`config.mk`:
```
export PLATFORM = sky130hd
export DESIGN_NAME = brspu_ram
export DESIGN_NICKNAME = d
export VERILOG_FILES = /design/src/hw/rtl/block_range_sum_point_update_macros.svh /design/src/hw/rtl/brspu_ram.sv
export SDC_FILE = /design/constraint.sdc
export NUM_CORES = 1
export LEC_CHECK = 0
export BUFFER_PORTS_ARGS = -buffer_cell sky130_fd_sc_hd__buf_2
export CAP_MARGIN = 20
export CORE_MARGIN = 4
export CORE_UTILIZATION = 30
export CTS_BUF_LIST = sky130_fd_sc_hd__clkbuf_16
export CTS_CLUSTER_DIAMETER = 200
export CTS_CLUSTER_SIZE = 30
export DETAILED_ROUTE_END_ITERATION = 12
export GPL_ROUTABILITY_DRIVEN = 0
export PLACE_DENSITY = 0.53
export SLEW_MARGIN = 0
export SYNTH_ARGS = -nofsm -noshare
export SYNTH_HDL_FRONTEND = slang
export SYNTH_SLANG_ARGS = --single-unit
export TNS_END_PERCENT = 100
```
`constraint.sdc`:
```
create_clock -name clock -period 2.4 [get_ports clock]
set_input_delay 0.24 -clock clock [delete_from_list [all_inputs] [get_ports clock]]
set_output_delay 0.24 -clock clock [all_outputs]
set_load 0.02 [all_outputs]
```
`src/hw/rtl/block_range_sum_point_update_macros.svh`:
```
// ----------------------------------------------------------------------------
// block_range_sum_point_update assertion macros
// Short forms for the concurrent checks of the range-sum block.
// ----------------------------------------------------------------------------
`ifndef BLOCK_RANGE_SUM_POINT_UPDATE_MACROS_SVH
`define BLOCK_RANGE_SUM_POINT_UPDATE_MACROS_SVH

// antecedent implies consequent in the same cycle
`define BRSPU_ASSERT_NOW(label, pre, post) \
   label: assert property (@(posedge clock) disable iff (reset) (pre) |-> (post)) \
      else $error("brspu check failed");

// antecedent implies consequent in the next cycle
`define BRSPU_ASSERT_NEXT(label, pre, post) \
   label: assert property (@(posedge clock) disable iff (reset) (pre) |=> (post)) \
      else $error("brspu check failed");

`endif

```
`src/hw/rtl/brspu_ram.sv`:
```
// ----------------------------------------------------------------------------
// brspu_ram
// Generic simple dual-port RAM, one write and one registered read port.
// ----------------------------------------------------------------------------
module brspu_ram #(
   parameter int WIDTH = 16,
   parameter int DEPTH = 64
) (
   input  logic                                     clock,
   input  logic                                     wr_en,
   input  logic [(DEPTH > 1 ? $clog2(DEPTH) : 1)-1:0] wr_addr,
   input  logic [WIDTH-1:0]                         wr_data,
   input  logic                                     rd_en,
   input  logic [(DEPTH > 1 ? $clog2(DEPTH) : 1)-1:0] rd_addr,
   output logic [WIDTH-1:0]                         rd_data
);

   logic [WIDTH-1:0] mem [DEPTH];
   logic [WIDTH-1:0] rd_data_ff;

   always_ff @(posedge clock) begin
      if (wr_en) begin
         mem[wr_addr] <= wr_data;
      end
      if (rd_en) begin
         rd_data_ff <= mem[rd_addr];
      end
   end

   assign rd_data = rd_data_ff;

endmodule

```
* Word level (Yosys, flattened, before mapping) *
Memory sizes are Yosys's and may differ from the RTL's. A register that Yosys moved wholly into a read port is not among the register bits.
Cells that the tools add are included.

operators by class
  bitwise logic cells = 0
  order comparisons = 0
  equal/unequal tests = 0
  div/mod/pow operators = 0
  multipliers = 0
  reduce and logical (&&, ||, !) cells = 0
  $add $sub $neg = 0
  multiplexer cells = 2
  shift operators = 0

operators with widths
  operator  number
  $mux W1   2

word-level totals
  bits in read-only memories = 0
  logic and storage cells = 3
  input port bits = 31
  bits in latches = 0
  output and inout bits = 16
  bits in registers = 0
  memories = 1
  memory bits (writable) = 1024

memory list
  name  depth  bits a word  read ports  clocked after memory_dff  wr ports  RTL line         text
  mem   64     16           1           1                         1         brspu_ram.sv:18  logic [WIDTH-1:0] mem [DEPTH];

* Depth between registers and ports, before layout *
  depth after elaboration = 2
  gate-level depth with buffers = 10
  gate-level depth less buffers = 5

* Worst setup path after synthesis *
No wires, ideal clock.

  kind = input to register
  start = in wr_addr[3] (netlist bit)
  end = mem mem[48][0], enable pin
  path buffers = 1
  path slack = 125 ps
  cell stages on the path = 4
  data arrival time = 1866 ps
  cell sequence = clkbuf_1 > nor2b_1 > nand4b_1 > nor3_1

RTL lines
  element      RTL line         text
  from (decl)  brspu_ram.sv:11  input logic [(DEPTH > 1 ? $clog2(DEPTH) : 1)-1:0] wr_addr,
  to (decl)    brspu_ram.sv:18

No word-level cell before the write port.

==> results_dict.tcl <==
set metrics [dict create \
    hold_end "mem[49][6]" \
    cts_setup_buffers 0 \
    setup_viol 0 \
    synth_edf_count 1040 \
    rows 134 \
    routed_wl_mm 101 \
    crit_required_ns 2.77 \
    hp-start "wr_data[6]" \
    cts_tree "built" \
    cp_slowest_stage_delay_ns 0.50 \
    fin_setup_tns_ns 0 \
    avgSynthCellArea_sq_um 22.0 \
    dp_hpwl_mm 65.3 \
    htreeDepth 2 \
    placed_cell_area_sq_um 44400 \
    nNetsFinal 2080 \
    clockBufferDepth 3 \
    synthCells 1829 \
    final_cell_mix "edfxtp_1 (1,040), mux4_2 (220), buf_4 (180), mux2i_1 (85), nor2_1 (72)" \
    grt_max_degree 65 \
    cp_slowest_cell "a221oi_1" \
    crit_buf_inv 1 \
    via_per_inst 4.98 \
    crit_path_end_kind "flop" \
    wl_met1_mm 45.4 \
    antenna_found_initial 12 \
    initial_core_util_pct 30.2 \
    path_max_fanout 1 \
    worstMarginPinSlew_ns 0.881 \
    cts_resized 0 \
    cp_data_arrival_time_ns 2.54 \
    ys_seq_area_share_pct 77.7 \
    hold_buffers 3 \
    cts_buffers 40 \
    syn_nets 1860 \
    rr_endpoint "rd_data[4]" \
    maxSlewHeadroom_pct 41.1 \
    wl_met2_mm 48.6 \
    cts-root-buf "clkbuf_16" \
    drtPass1Iterations 6 \
    status "complete, no violations" \
    synth-seq-cells 1040 \
    final_common_cell "edfxtp_1" \
    grt_pass1_wl_mm 146 \
    drtIter0Drc 1919 \
    ys_types 42 \
    worstPathCellList "mux4_2 -> mux2_2 -> a221oi_1 -> buf_4 -> a311oi_1" \
    rsz0062_at_grt "false" \
    die-width_um 374 \
    syn_to_final_growth_pct 13.1 \
    final_antenna_net_count 0 \
    finalHoldViolCount 0 \
    power_leakage_uw 0.0141 \
    maxCapViolCount 0 \
    hold_depth 2 \
    hold_class "primary input to flop" \
    fin_area_sq_um 45500 \
    power.density_nw_per_um2 674 \
    final_layout_size_suffix_gt1_share_pct 28.2 \
    cp-start-kind "flop" \
    routedWlPerCell_um 26.4 \
    period_needed_ns 2.17 \
    ff2ff_setup_slack_ns 0.23 \
    grt_overflow 0 \
    fin_cells 3828 \
    critical-path-top-delay-family "multiplexers" \
    ys_warn_count 0 \
    path_depth 5 \
    dominantRegCellSynth "edfxtp_1" \
    fmaxAchievable_mhz 461 \
    drv_slew 0 \
    die_y_um 374 \
    io_pins 47 \
    portBuffers 46 \
    reg2reg_from "mem[61][4]" \
    synth_area_sq_um 40200 \
    drcViolationCount 0 \
    vias 19000 \
    irDropWorstVdd_mv 0.429 \
    dieArea_sq_um 140000 \
    core-area_sq_um 133000 \
    fin_crit_sh_pct 90.4 \
    clock_skew_ns 0.0342 \
    async_reset_ff_share_pct 0 \
    clk_pin_slew_ns 0.12 \
    dp.cells 3772 \
    worstSetupPathType "flop to flop" \
    first_global_vias 19400 \
    worstSkewPairLatency_ns 0.64 \
    grt_usage_pct 14.2 \
    met3_length_mm 5.43 \
    r2r_cells 5 \
    clock_sinks 1040 \
    highest_layer "met5" \
]
-- layer usage --
layer  vias to the layer above  global-route usage, %
met1                     10400                   20.4
met3                        97                   2.08
li1                       8055                      -
met4                         6                   2.71
met5                         -                      0
met2                       513                   23.3
-- registers in the layout (all words and copies together), names as in the netlist --
signal	flops
rd_data	16
mem	1024
-- through the flow --
step	hold WS (ns)	setup WS, ns	total power [uW]	utilization, %
finish	0.0975	0.230	30700	34.1
global route	0.0671	0.191	31700	34.1
CTS	0.0542	0.203	31000	34.1
detailed placement	0.532	-0.323	22800	33.3
global placement	0.515	-0.292	22700	33.3
floorplan	0.339	0.125	21600	-
-- synthesized netlist by cell type (2+ instances only) --
library cell | count | area [sq um]
a211o_1 | 8 | 70.1
a211oi_1 | 8 | 60.1
a21oi_1 | 17 | 85.1
a221o_1 | 6 | 60.1
a221oi_1 | 16 | 140
a22o_1 | 6 | 52.6
a22oi_1 | 39 | 293
a311oi_1 | 8 | 70.1
a31oi_1 | 8 | 50.1
a41oi_1 | 5 | 43.8
and2_1 | 2 | 12.5
and4_1 | 5 | 43.8
buf_1 | 3 | 11.3
buf_12 | 5 | 100
buf_2 | 36 | 180
buf_4 | 13 | 97.6
buf_6 | 17 | 191
buf_8 | 3 | 45.0
clkbuf_1 | 24 | 90.1
clkbuf_2 | 2 | 10.0
edfxtp_1 | 1040 | 31200
mux2_2 | 27 | 304
mux2i_1 | 85 | 851
mux4_1 | 4 | 105
mux4_2 | 220 | 4950
nand2_1 | 59 | 221
nand2b_1 | 3 | 18.8
nand3_1 | 24 | 120
nand3b_1 | 2 | 15.0
nand4_1 | 12 | 75.1
nor2_1 | 72 | 270
nor2_2 | 2 | 12.5
nor2b_1 | 30 | 188
nor3_1 | 2 | 10.0
nor4_2 | 3 | 37.5
o21ai_0 | 5 | 25.0
o21ai_1 | 3 | 15.0
-- final cells by class --
class	count	area [sq um]
clock inverter	3	28.8
antenna	9	22.5
clock buffer	41	1030
timing repair buffer	282	2700
fill	12400	87800
multi-input combinational	685	8250
sequential	1040	31200
tap	1768	2210
-- where the power goes --
part           switching [uW]  total [uW]  internal [uW]
logic                    1270        2140            869
clock network            5230        8360           3130
registers                54.8       20200          20100
-- logic make-up after synthesis --
logic type | synth area share (%)
mux | 15.5
compound gates | 2.40
buf+inv | 1.82
simple gates | 2.64
flops | 77.7
-- worst max-delay path by stage --
stage | startpoint | end
global route | mem[7][1] | rd_data[1]
finish | mem[61][4] | rd_data[4]
floorplan | wr_addr[3] | mem[48][0]
global placement | rd_addr[0] | rd_data[2]
CTS | mem[61][4] | rd_data[4]
detailed placement | rd_addr[0] | rd_data[2]
No activity file was read; power rests on OpenSTA's default activity.
