**config.mk**
```make
export PLATFORM = sky130hd
export DESIGN_NAME = brspu_divider
export DESIGN_NICKNAME = d
export VERILOG_FILES = /design/src/hw/rtl/block_range_sum_point_update_macros.svh /design/src/hw/rtl/brspu_pkg.sv /design/src/hw/rtl/brspu_divider.sv
export SDC_FILE = /design/constraint.sdc
export NUM_CORES = 1
export LEC_CHECK = 0
export BUFFER_PORTS_ARGS = -buffer_cell sky130_fd_sc_hd__buf_2
export CAP_MARGIN = 5
export CORE_MARGIN = 5
export CORE_UTILIZATION = 40
export CTS_BUF_LIST = sky130_fd_sc_hd__clkbuf_4
export DETAILED_ROUTE_END_ITERATION = 10
export PLACE_DENSITY_LB_ADDON = 0.1
export RECOVER_POWER = 50
export SLEW_MARGIN = 10
export SYNTH_ARGS = -nofsm -noshare
export SYNTH_HDL_FRONTEND = slang
export SYNTH_SLANG_ARGS = --single-unit
export TNS_END_PERCENT = 30
```
**constraint.sdc**
```tcl
create_clock -name clock -period 1.99 [get_ports clock]
set_clock_uncertainty 0.1 [all_clocks]
set_input_delay 0.0995 -clock clock [delete_from_list [all_inputs] [get_ports clock]]
set_output_delay 0.0995 -clock clock [all_outputs]
set_load 0.01 [all_outputs]
```
**src/hw/rtl/block_range_sum_point_update_macros.svh**
```systemverilog
// ----------------------------------------------------------------------------
// block_range_sum_point_update assertion macros
// Short forms for the concurrent checks of the range-sum block.
// ----------------------------------------------------------------------------
`ifndef BLOCK_RANGE_SUM_POINT_UPDATE_MACROS_SVH
`define BLOCK_RANGE_SUM_POINT_UPDATE_MACROS_SVH

// antecedent implies consequent in the same cycle
`define BRSPU_ASSERT_NOW(label, pre, post) \
   label: assert property (@(posedge clock) disable iff (reset) (pre) |-> (post)) \
      else $error("brspu check failed");

// antecedent implies consequent in the next cycle
`define BRSPU_ASSERT_NEXT(label, pre, post) \
   label: assert property (@(posedge clock) disable iff (reset) (pre) |=> (post)) \
      else $error("brspu check failed");

`endif

```
**src/hw/rtl/brspu_pkg.sv**
```systemverilog
// ----------------------------------------------------------------------------
// brspu_pkg
// Shared constants and types of the block range-sum / point-update engine.
// ----------------------------------------------------------------------------
package brspu_pkg;

   localparam int MAX_ELEMENTS_DEF = 4096;
   localparam int BLOCK_SIZE_DEF   = 64;

   localparam int CMD_W = 2;
   localparam int POS_W = 13;
   localparam int VAL_W = 16;
   localparam int SUM_W = 28;
   localparam int CNT_W = 13;

   typedef enum logic [CMD_W-1:0] {
      CMD_LOAD  = 2'd0,
      CMD_SET   = 2'd1,
      CMD_QUERY = 2'd2
   } cmd_type;

   typedef enum logic [3:0] {
      ST_CLEAR,
      ST_IDLE,
      ST_LOAD_RD,
      ST_LOAD_WR,
      ST_SET_DIV,
      ST_SET_MOD,
      ST_Q_DIV_S,
      ST_Q_DIV_E,
      ST_Q_HEAD,
      ST_Q_MID,
      ST_Q_TAIL,
      ST_Q_DRAIN,
      ST_RESP
   } state_type;

endpackage

```
**src/hw/rtl/brspu_divider.sv**
```systemverilog
// ----------------------------------------------------------------------------
// brspu_divider
// Divide of an element position by the block size through a reciprocal
// multiply; the product is registered, then quotient and remainder with done.
// Gives block index and offset inside the block.
// ----------------------------------------------------------------------------
module brspu_divider #(
   parameter int MAX_ELEMENTS = brspu_pkg::MAX_ELEMENTS_DEF,
   parameter int BLOCK_SIZE   = brspu_pkg::BLOCK_SIZE_DEF
) (
   input  logic                                  clock,
   input  logic                                  reset,
   input  logic                                  start,
   input  logic [$clog2(MAX_ELEMENTS)-1:0]       dividend,
   output logic                                  done,
   output logic [((MAX_ELEMENTS + BLOCK_SIZE - 1) / BLOCK_SIZE > 1 ?
                  $clog2((MAX_ELEMENTS + BLOCK_SIZE - 1) / BLOCK_SIZE) : 1)-1:0] quotient,
   output logic [$clog2(BLOCK_SIZE)-1:0]         remainder
);

   localparam int NUM_BLOCKS = (MAX_ELEMENTS + BLOCK_SIZE - 1) / BLOCK_SIZE;
   localparam int QW = NUM_BLOCKS > 1 ? $clog2(NUM_BLOCKS) : 1;
   localparam int OW = $clog2(BLOCK_SIZE);
   localparam int PW = $clog2(MAX_ELEMENTS);
   localparam int SH = PW + OW;
   localparam int XW = 2 * PW + 1;
   // ceil(2^SH / BLOCK_SIZE) is exact for every PW-bit dividend
   localparam logic [63:0] RECIP = ((64'd1 << SH) + 64'(BLOCK_SIZE) - 64'd1) /
                                   64'(BLOCK_SIZE);

   logic          stg_ff,  stg_in;
   logic          done_ff, done_in;
   logic [PW-1:0] num_ff,  num_in;
   logic [XW-1:0] prod_ff, prod_in;
   logic [QW-1:0] q_ff,    q_in;
   logic [OW-1:0] r_ff,    r_in;
   logic [QW-1:0] quo;
   logic [XW-1:0] back;

   assign quo  = QW'(prod_ff >> SH);
   assign back = XW'(quo) * XW'(BLOCK_SIZE);

   always_comb begin
      stg_in  = start;
      done_in = stg_ff;
      num_in  = num_ff;
      prod_in = prod_ff;
      q_in    = q_ff;
      r_in    = r_ff;
      if (start) begin
         num_in  = dividend;
         prod_in = XW'(dividend) * XW'(RECIP);
      end
      if (stg_ff) begin
         q_in = quo;
         r_in = OW'(XW'(num_ff) - back);
      end
   end

   always_ff @(posedge clock) begin
      if (reset) begin
         stg_ff  <= 1'b0;
         done_ff <= 1'b0;
      end else begin
         stg_ff  <= stg_in;
         done_ff <= done_in;
      end
      num_ff  <= num_in;
      prod_ff <= prod_in;
      q_ff    <= q_in;
      r_ff    <= r_in;
   end

   assign done      = done_ff;
   assign quotient  = q_ff;
   assign remainder = r_ff;

endmodule

```
* After elaboration in Yosys (flattened, before gate mapping)
Cells that the tools add are included. Widths: inputs -> output; s select.
Cells by class: add/sub/neg operators 1
Operators with widths (number):
- $sub 6x1->6 const B | 1
Word-level totals: output and inout bits 13, logic and storage cells 6, input bits 15, register bits 26

* Longest topological paths before layout
Gate-level depths: netlist (run 1).
word-level depth 1, mapped depth 1, depth with buffers taken out 1

* Worst setup path after synthesis (run 1)
Ideal clock, no wire load.
kind reg-to-reg, from register stg_ff, in the netlist done_in, to register q_ff[0], in the netlist quotient[0] (enable), setup time 355 ps, slack 997 ps, clock period less this slack 993 ps, required time 1535 ps, arrival 539 ps, path buffers 0, stages on the path, launching flop included 1, path through dfxtp_1
RTL lines:
- start: declaration | line brspu_divider.sv:31 | logic stg_ff, stg_in;
- start signal: assignment | line brspu_divider.sv:65 | stg_ff <= stg_in;
- end signal: assignment | line brspu_divider.sv:70 | q_ff <= q_in;
- end: declaration | line brspu_divider.sv:35 | logic [QW-1:0] q_ff, q_in;
No word-level cell between the ends.

* Worst setup path in the final report (run 1)
from register stg_ff, in the netlist done_in, to register q_ff[5], in the netlist quotient[5] (enable)
No word-level cell between the ends.

==> metrics, run 1 <==
drt drc=0; #FFs+latches synth=26; Max-cap violations=0; compound-gate portion of the synthesized area=0%; DRT Wirelength=roughly 1200 um; Skew-Pair Late Insertion Delay=310 ps; status=completed; setup_tns=0 ps; Final Cycle Share=about 56%; cell taking the most area after synthesis=edfxtp_1; post-route cell area=approximately 1100 um^2; Die Width=53.97 um; Least-Margin Pin Slew=638.8 ps; Post-DP Area=approximately 940 um^2; clock period minus worst slack=1114 ps; I/O pin cnt=28; max_slew headroom=a little under three fifths; initial antenna violation count=0; fmax=approximately 0.9 GHz; clock buffer depth=2; critical-path maximum fanout=13; Initial Utilization=40.66%; CORE AREA=1902 um^2; area of the die=2912 um^2; sequential fraction of the synthesis area=98.38%; Pwr Density=958.4 nW/um^2; input/output buffers=27; simple-gate share of the synthesized area=1.618%; Synth Area in Adders=0%; area grow syn2layout=45.15%; mapped cell area=773.2 um^2; fin nets=88; mean post-synth cell area=27.62 um^2; post-synthesis xor/xnor area fraction=0%; Final Setup Violations=0; clock net sink count=26; layout cells sized above 1=40.28%; DR vias=398; mux contribution to synthesized area=0%; Cell Rows=16; cell count after synthesis=28; TritonRoute pass-1 iters=2; main combinational cell family by area after synthesis=simple AND/OR/NAND/NOR gates; H-tree depth=1; worst min path class=primary input to register; drt via density=4.020; iteration-0 DRC count of the detailed router=3; Post-DRT Antenna Nets=0; Data arrival, critical path=just under 1000 ps; Static Leak=0.4352 nW; data required time of the worst path=about 1900 ps; final core occ=59.01%; Total GRT Usage=9.075%; Fin. Hold Viols=0; setup repair after global routing missed its margin=no; clock tree from TritonCTS=built; VDD IR max=0.0004318 V; crit path kind=register to register; vias in the first global route=roughly 420; Worst setup SP type=register; Synth Warn #=0; GPL Wtd Cong=0.6520; syn_nets=between 40 and 50; largest net degree at the start of global routing=16; setup repair bufs after CTS=0; drt wl/cell=11.74 um; post-CTS sizing=0; wire length of the first global-routing pass=~1800 um; Reg clk slew, reported paths=140 ps; diode count=0; area of the multi-input gates=~13 um^2; Num CTS Buffers=3; Crit. End Element=register; sequential cell area=760.7 um^2; Synth top area share=93.20%; grt total ovfl=0; Die Height=53.97 um; Final Slew Violations=0; Synth area leaders=edfxtp_1 93%, dfxtp_1 5.2%, nor2b_1 1.6%; Synth cell types=3; clk root buf=clkbuf_4; Fillers=162
==> cells by family (layout without fill, tap and decap cells) <==
logic type    count (synthesis)  count (layout)
flops                        26              26
simple gates                  2               2
buf+inv                       0              44
==> placed cells by master (no fill, tap or decap) <==
cell	Yosys	layout
buf_2	0	25
bufinv_16	0	1
clkbuf_1	0	2
clkbuf_4	0	3
dfxtp_1	2	2
dlygate4sd3_1	0	13
edfxtp_1	24	24
nor2b_1	2	2
==> worst paths after layout <==
kind,depth (start not counted),end,start,slack [ps]
setup / recovery,0,quotient[5]$_DFFE_PP_,done_in$_SDFF_PP0_,880
setup reg to reg,0,quotient[5]$_DFFE_PP_,done_in$_SDFF_PP0_,880
hold reg to reg,0,remainder[4]$_DFFE_PP_,num_ff[4]$_DFFE_PP_,330
hold / removal,1,num_ff[5]$_DFFE_PP_,start,200
==> layout make-up <==
type / count / share of cell area, %
clock buffers: 3 / 2.007
clock inverters: 1 / 2.676
multi-input cells: 2 / 1.115
flip-flops and latches: 26 / 67.78
well taps: 27 / 3.010
repair buffers: 40 / 23.41
==> report_power, final <==
group	switching (mW)	internal, mW
combinational	0.0274	0.0383
sequential	0.0126	0.642
clock	0.152	0.204
total	0.192	0.884
==> repair_timing <==
item	in CTS	in global routing
hold buffers	13	0
hold endpoints to repair	14	0
setup endpoints to repair	0	0
==> per-stage QoR <==
| stage | std cells | setup WS, ps | hold WS, ps | total power, mW |
|---|---|---|---|---|
| 6_report | 99 | 876.0 | 203.6 | 1.076 |
| 5_1_grt | 99 | 837.3 | 244.9 | 1.109 |
| 2_1_floorplan | 28 | 996.5 | 71.11 | 0.6777 |
| 3_5_place_dp | 82 | 877.7 | 175.2 | 0.7156 |
| 3_3_place_gp | 82 | 888.8 | 176.5 | 0.7135 |
| 4_1_cts | 99 | 861.9 | 55.32 | 1.086 |
==> metal layers <==
layer	GRT usage [%]	up-vias	routed length, um
li1	-	196	-
met1	8.259	181	396
met2	16.33	18	647
met3	2.770	3	89
met4	7.234	0	28
met5	0	-	0
==> Yosys cell counts <==
cell / n
edfxtp_1: 24
dfxtp_1: 2
nor2b_1: 2
==> state kept, by name, summed over array words and instances, names as in the netlist <==
signal / count
remainder: 6
done_in: 1
done: 1
num_ff: 12
quotient: 6
(Power assumes the default switching activity.)
==> inputs of run 2 (changes only) <==
--- a/config.mk
+++ b/config.mk
@@ -5,6 +5,7 @@
 export SDC_FILE = /design/constraint.sdc
 export NUM_CORES = 1
 export LEC_CHECK = 0
+export ABC_AREA = 1
 export BUFFER_PORTS_ARGS = -buffer_cell sky130_fd_sc_hd__buf_2
 export CAP_MARGIN = 5
 export CORE_MARGIN = 5
==> constraint.sdc (replaced) <==
create_clock -name clock -period 1 [get_ports clock]
set_clock_uncertainty 0.1 [all_clocks]
set_input_delay 0.05 -clock clock [delete_from_list [all_inputs] [get_ports clock]]
set_output_delay 0.05 -clock clock [all_outputs]
set_load 0.01 [all_outputs]
==> run 2 against run 1 <==
Against the previous run: sequential share of layout area decreased by 0.86 points; final area increased by 1.4%; global-route usage increased by 0.63 points; routed wire length decreased by 0.52%; via count increased by 3.0%; clock-buffer cell count unchanged; flip-flop and latch count unchanged; critical endpoint is now quotient[3]; register-to-register slack got worse by 810 ps; setup slack got worse by 870 ps; sequential power increased by 98%; cell count increased by 3.0%; synthesized area increased by 0.32%.
==> metrics, run 2 <==
status=completed (unchanged); hpwl dp=slightly above 700 um; Reg clk slew, reported paths=130 ps (was 140 ps); Post-DP Area=945.9 um^2 (was 942.2 um^2); Cell Rows=16 (unchanged); initial antenna violation count=0 (unchanged); Synth Warn #=0 (unchanged); wire length of the first global-routing pass=1883 um (was 1759 um); DR vias=410 (was 398); Fin. Hold Viols=0 (unchanged); vias in the first global route=441 (was 421); worst path buffer plus inverter count=1; GPL Wtd Cong=0.6065 (was 0.6520); setup repair bufs after CTS=0 (unchanged); Final Slew Violations=0 (unchanged); max_slew headroom=80.58% (was 57.41%); diode count=0 (unchanged); Final Cycle Share=between 90% and 100%; CORE AREA=1902 um^2 (unchanged); largest net degree at the start of global routing=16 (unchanged); Final Setup Violations=0 (unchanged); mean post-synth cell area=25.86 um^2 (was 27.62 um^2); Placed Cells=84 (was 82); cell taking the most area after synthesis=edfxtp_1 (unchanged); CP cell instances=buf_2; Data arrival, critical path=850 ps (was 990 ps); Place WS=78.07 ps (was 877.7 ps); fin nets=91 (was 88); Post-DRT Antenna Nets=0 (unchanged); Pwr Density=1869 nW/um^2 (was 958.4 nW/um^2); #FFs+latches synth=26 (unchanged); max FFs per register=12 (unchanged); final core occ=59.87% (was 59.01%); syn_nets=45 (was 43); TritonRoute pass-1 iters=2 (unchanged); clock tree from TritonCTS=built (unchanged); clock buffer depth=2 (unchanged); clock period minus worst slack=998.0 ps; Total GRT Usage=9.706% (was 9.075%); Die Height=54.04 um (was 53.97 um); Static Leak=0.4532 nW (was 0.4352 nW); grt total ovfl=0 (unchanged); Max-cap violations=0 (unchanged); fmax=1.002 GHz; post-route cell area=1139 um^2 (was 1122 um^2); drt via density=4.020 (about the same); Fillers=156 (was 162); iteration-0 DRC count of the detailed router=4 (was 3); DRT Wirelength=1156 um (was 1162 um); Reg with most FFs=num_ff (unchanged); Synth top area share=92.90% (was 93.20%); prevailing post-synth register cell=edfxtp_1 (unchanged); most frequent cells in the layout=26 x buf_2, 24 x edfxtp_1, 14 x dlygate4sd3_1 (was 25 x buf_2, 24 x edfxtp_1, 13 x dlygate4sd3_1); Slowest cell on crit path=edfxtp_1; critical-path maximum fanout=1 (was 13); crit path kind=register to output pin (was register to register); Least-Margin Pin Slew=291.3 ps (was 638.8 ps); commonest non-fill, non-tap cell in the layout=buf_2 (unchanged); Initial Utilization=40.79% (was 40.66%); Final WS setup=2.050 ps (was 876.0 ps); clk root buf=clkbuf_4 (unchanged); worst min path class=primary input to register (unchanged); mapped cell area=775.7 um^2 (was 773.2 um^2); input/output buffers=27 (unchanged); async set or reset register ratio after synthesis=0% (unchanged); cell count after synthesis=30 (was 28); VDD IR max=0.001115 V (was 0.0004318 V); setup_tns=0 ps (unchanged); CP peak stage delay=390 ps; crit-path leading delay family=flip-flops; Die Width=54.04 um (was 53.97 um); area grow syn2layout=46.77% (was 45.15%); layout cells sized above 1=42.67% (was 40.28%); count leader, synth=edfxtp_1 (unchanged); Crit. End Element=output pin (was register); sequential fraction of the synthesis area=98.06% (was 98.38%); Worst setup SP type=register (unchanged); Num CTS Buffers=3 (unchanged); setup repair after global routing missed its margin=yes (was no); clock net sink count=26 (unchanged); EDFF count, synth=24 (unchanged); drt drc=0 (unchanged); Synth cell types=4 (was 3); Skew-Pair Late Insertion Delay=310 ps (about the same); I/O pin cnt=28 (unchanged); commonest cells in the netlist=24 x edfxtp_1, 2 x dfxtp_1, 2 x inv_1, 2 x nor2_1 (was 24 x edfxtp_1, 2 x dfxtp_1, 2 x nor2b_1); area of the die=2920 um^2 (was 2912 um^2); H-tree depth=1 (unchanged); Finished Layout Cells=102 (was 99); drt wl/cell=11.33 um (was 11.74 um); data required time of the worst path=850 ps (was 1860 ps); Synth area leaders=edfxtp_1 93%, dfxtp_1 5.2%, inv_1 0.97% (was edfxtp_1 93%, dfxtp_1 5.2%, nor2b_1 1.6%)
==> run 2: cell types whose count changed after synthesis <==
cell / before / now
nor2b_1: 2 / 0
nor2_1: 0 / 2
inv_1: 0 / 2
==> run 2: cell families (layout without fill, tap and decap cells) <==
family / Yosys count / in the layout / synth area share (%)
flip-flops: 26 / 26 / 98.06
AND/OR/NAND/NOR: 2 / 2 / 0.9681
buffers and inverters: 2 / 47 / 0.9681
==> run 2: metal layers <==
metal | global-route usage, % | up-vias | routed length (um)
li1 | - | 202 | -
met1 | 8.664 | 189 | 354
met2 | 18.75 | 17 | 698
met3 | 3.324 | 2 | 87
met4 | 4.979 | 0 | 15
met5 | 0 | - | 0
==> run 2: power by group <==
| part | switching, mW | leakage (nW) | total (mW) | internal (mW) |
|---|---|---|---|---|
| logic | 0.0573 | 0.178 | 0.137 | 0.0795 |
| registers | 0.0244 | 0.247 | 1.30 | 1.28 |
| clock network | 0.284 | 0.0279 | 0.689 | 0.405 |
| total | 0.366 | 0.453 | 2.13 | 1.76 |
==> run 2: layout make-up <==
type	count	area [um^2]	area share [%]
clock buffers	3	22.52	1.978
clock inverters	1	30.03	2.637
inverters	2	7.507	0.6593
multi-input cells	2	7.507	0.6593
flip-flops and latches	26	762.0	66.92
well taps	27	33.78	2.967
repair buffers	41	275.3	24.18
==> run 2: timing repair <==
| item | CTS | global route |
|---|---|---|
| endpoints found under the hold margin | 14 | 0 |
| cloned | 0 | 0 |
| hold buffers | 14 | 0 |
| resized for setup | 0 | 0 |
| setup endpoints to repair | 4 | 12 |
==> run 2: worst paths after layout <==
kind / from / to / slack (ps) / depth (start not counted)
setup / recovery: quotient[3]$_DFFE_PP_ / quotient[3] / 2 / 1
hold reg to reg: num_ff[8]$_DFFE_PP_ / quotient[2]$_DFFE_PP_ / 330 / 0
hold / removal: reset / done_in$_SDFF_PP0_ / 320 / 3
setup reg to reg: done_in$_SDFF_PP0_ / remainder[4]$_DFFE_PP_ / 70 / 0
==> run 2: through the flow <==
stage	hold slack, ps	total power, mW
floorplan	13.78	1.349
global placement	123.4	1.421
detailed placement	124.0	1.425
global route	309.9	2.224
finish	318.1	2.128
CTS	307.1	2.149
==> run 2: worst min-delay path: cells and delay by family <==
family                 cells  cell delay, ps
buffers and inverters      2             630
AND/OR/NAND/NOR            1              40
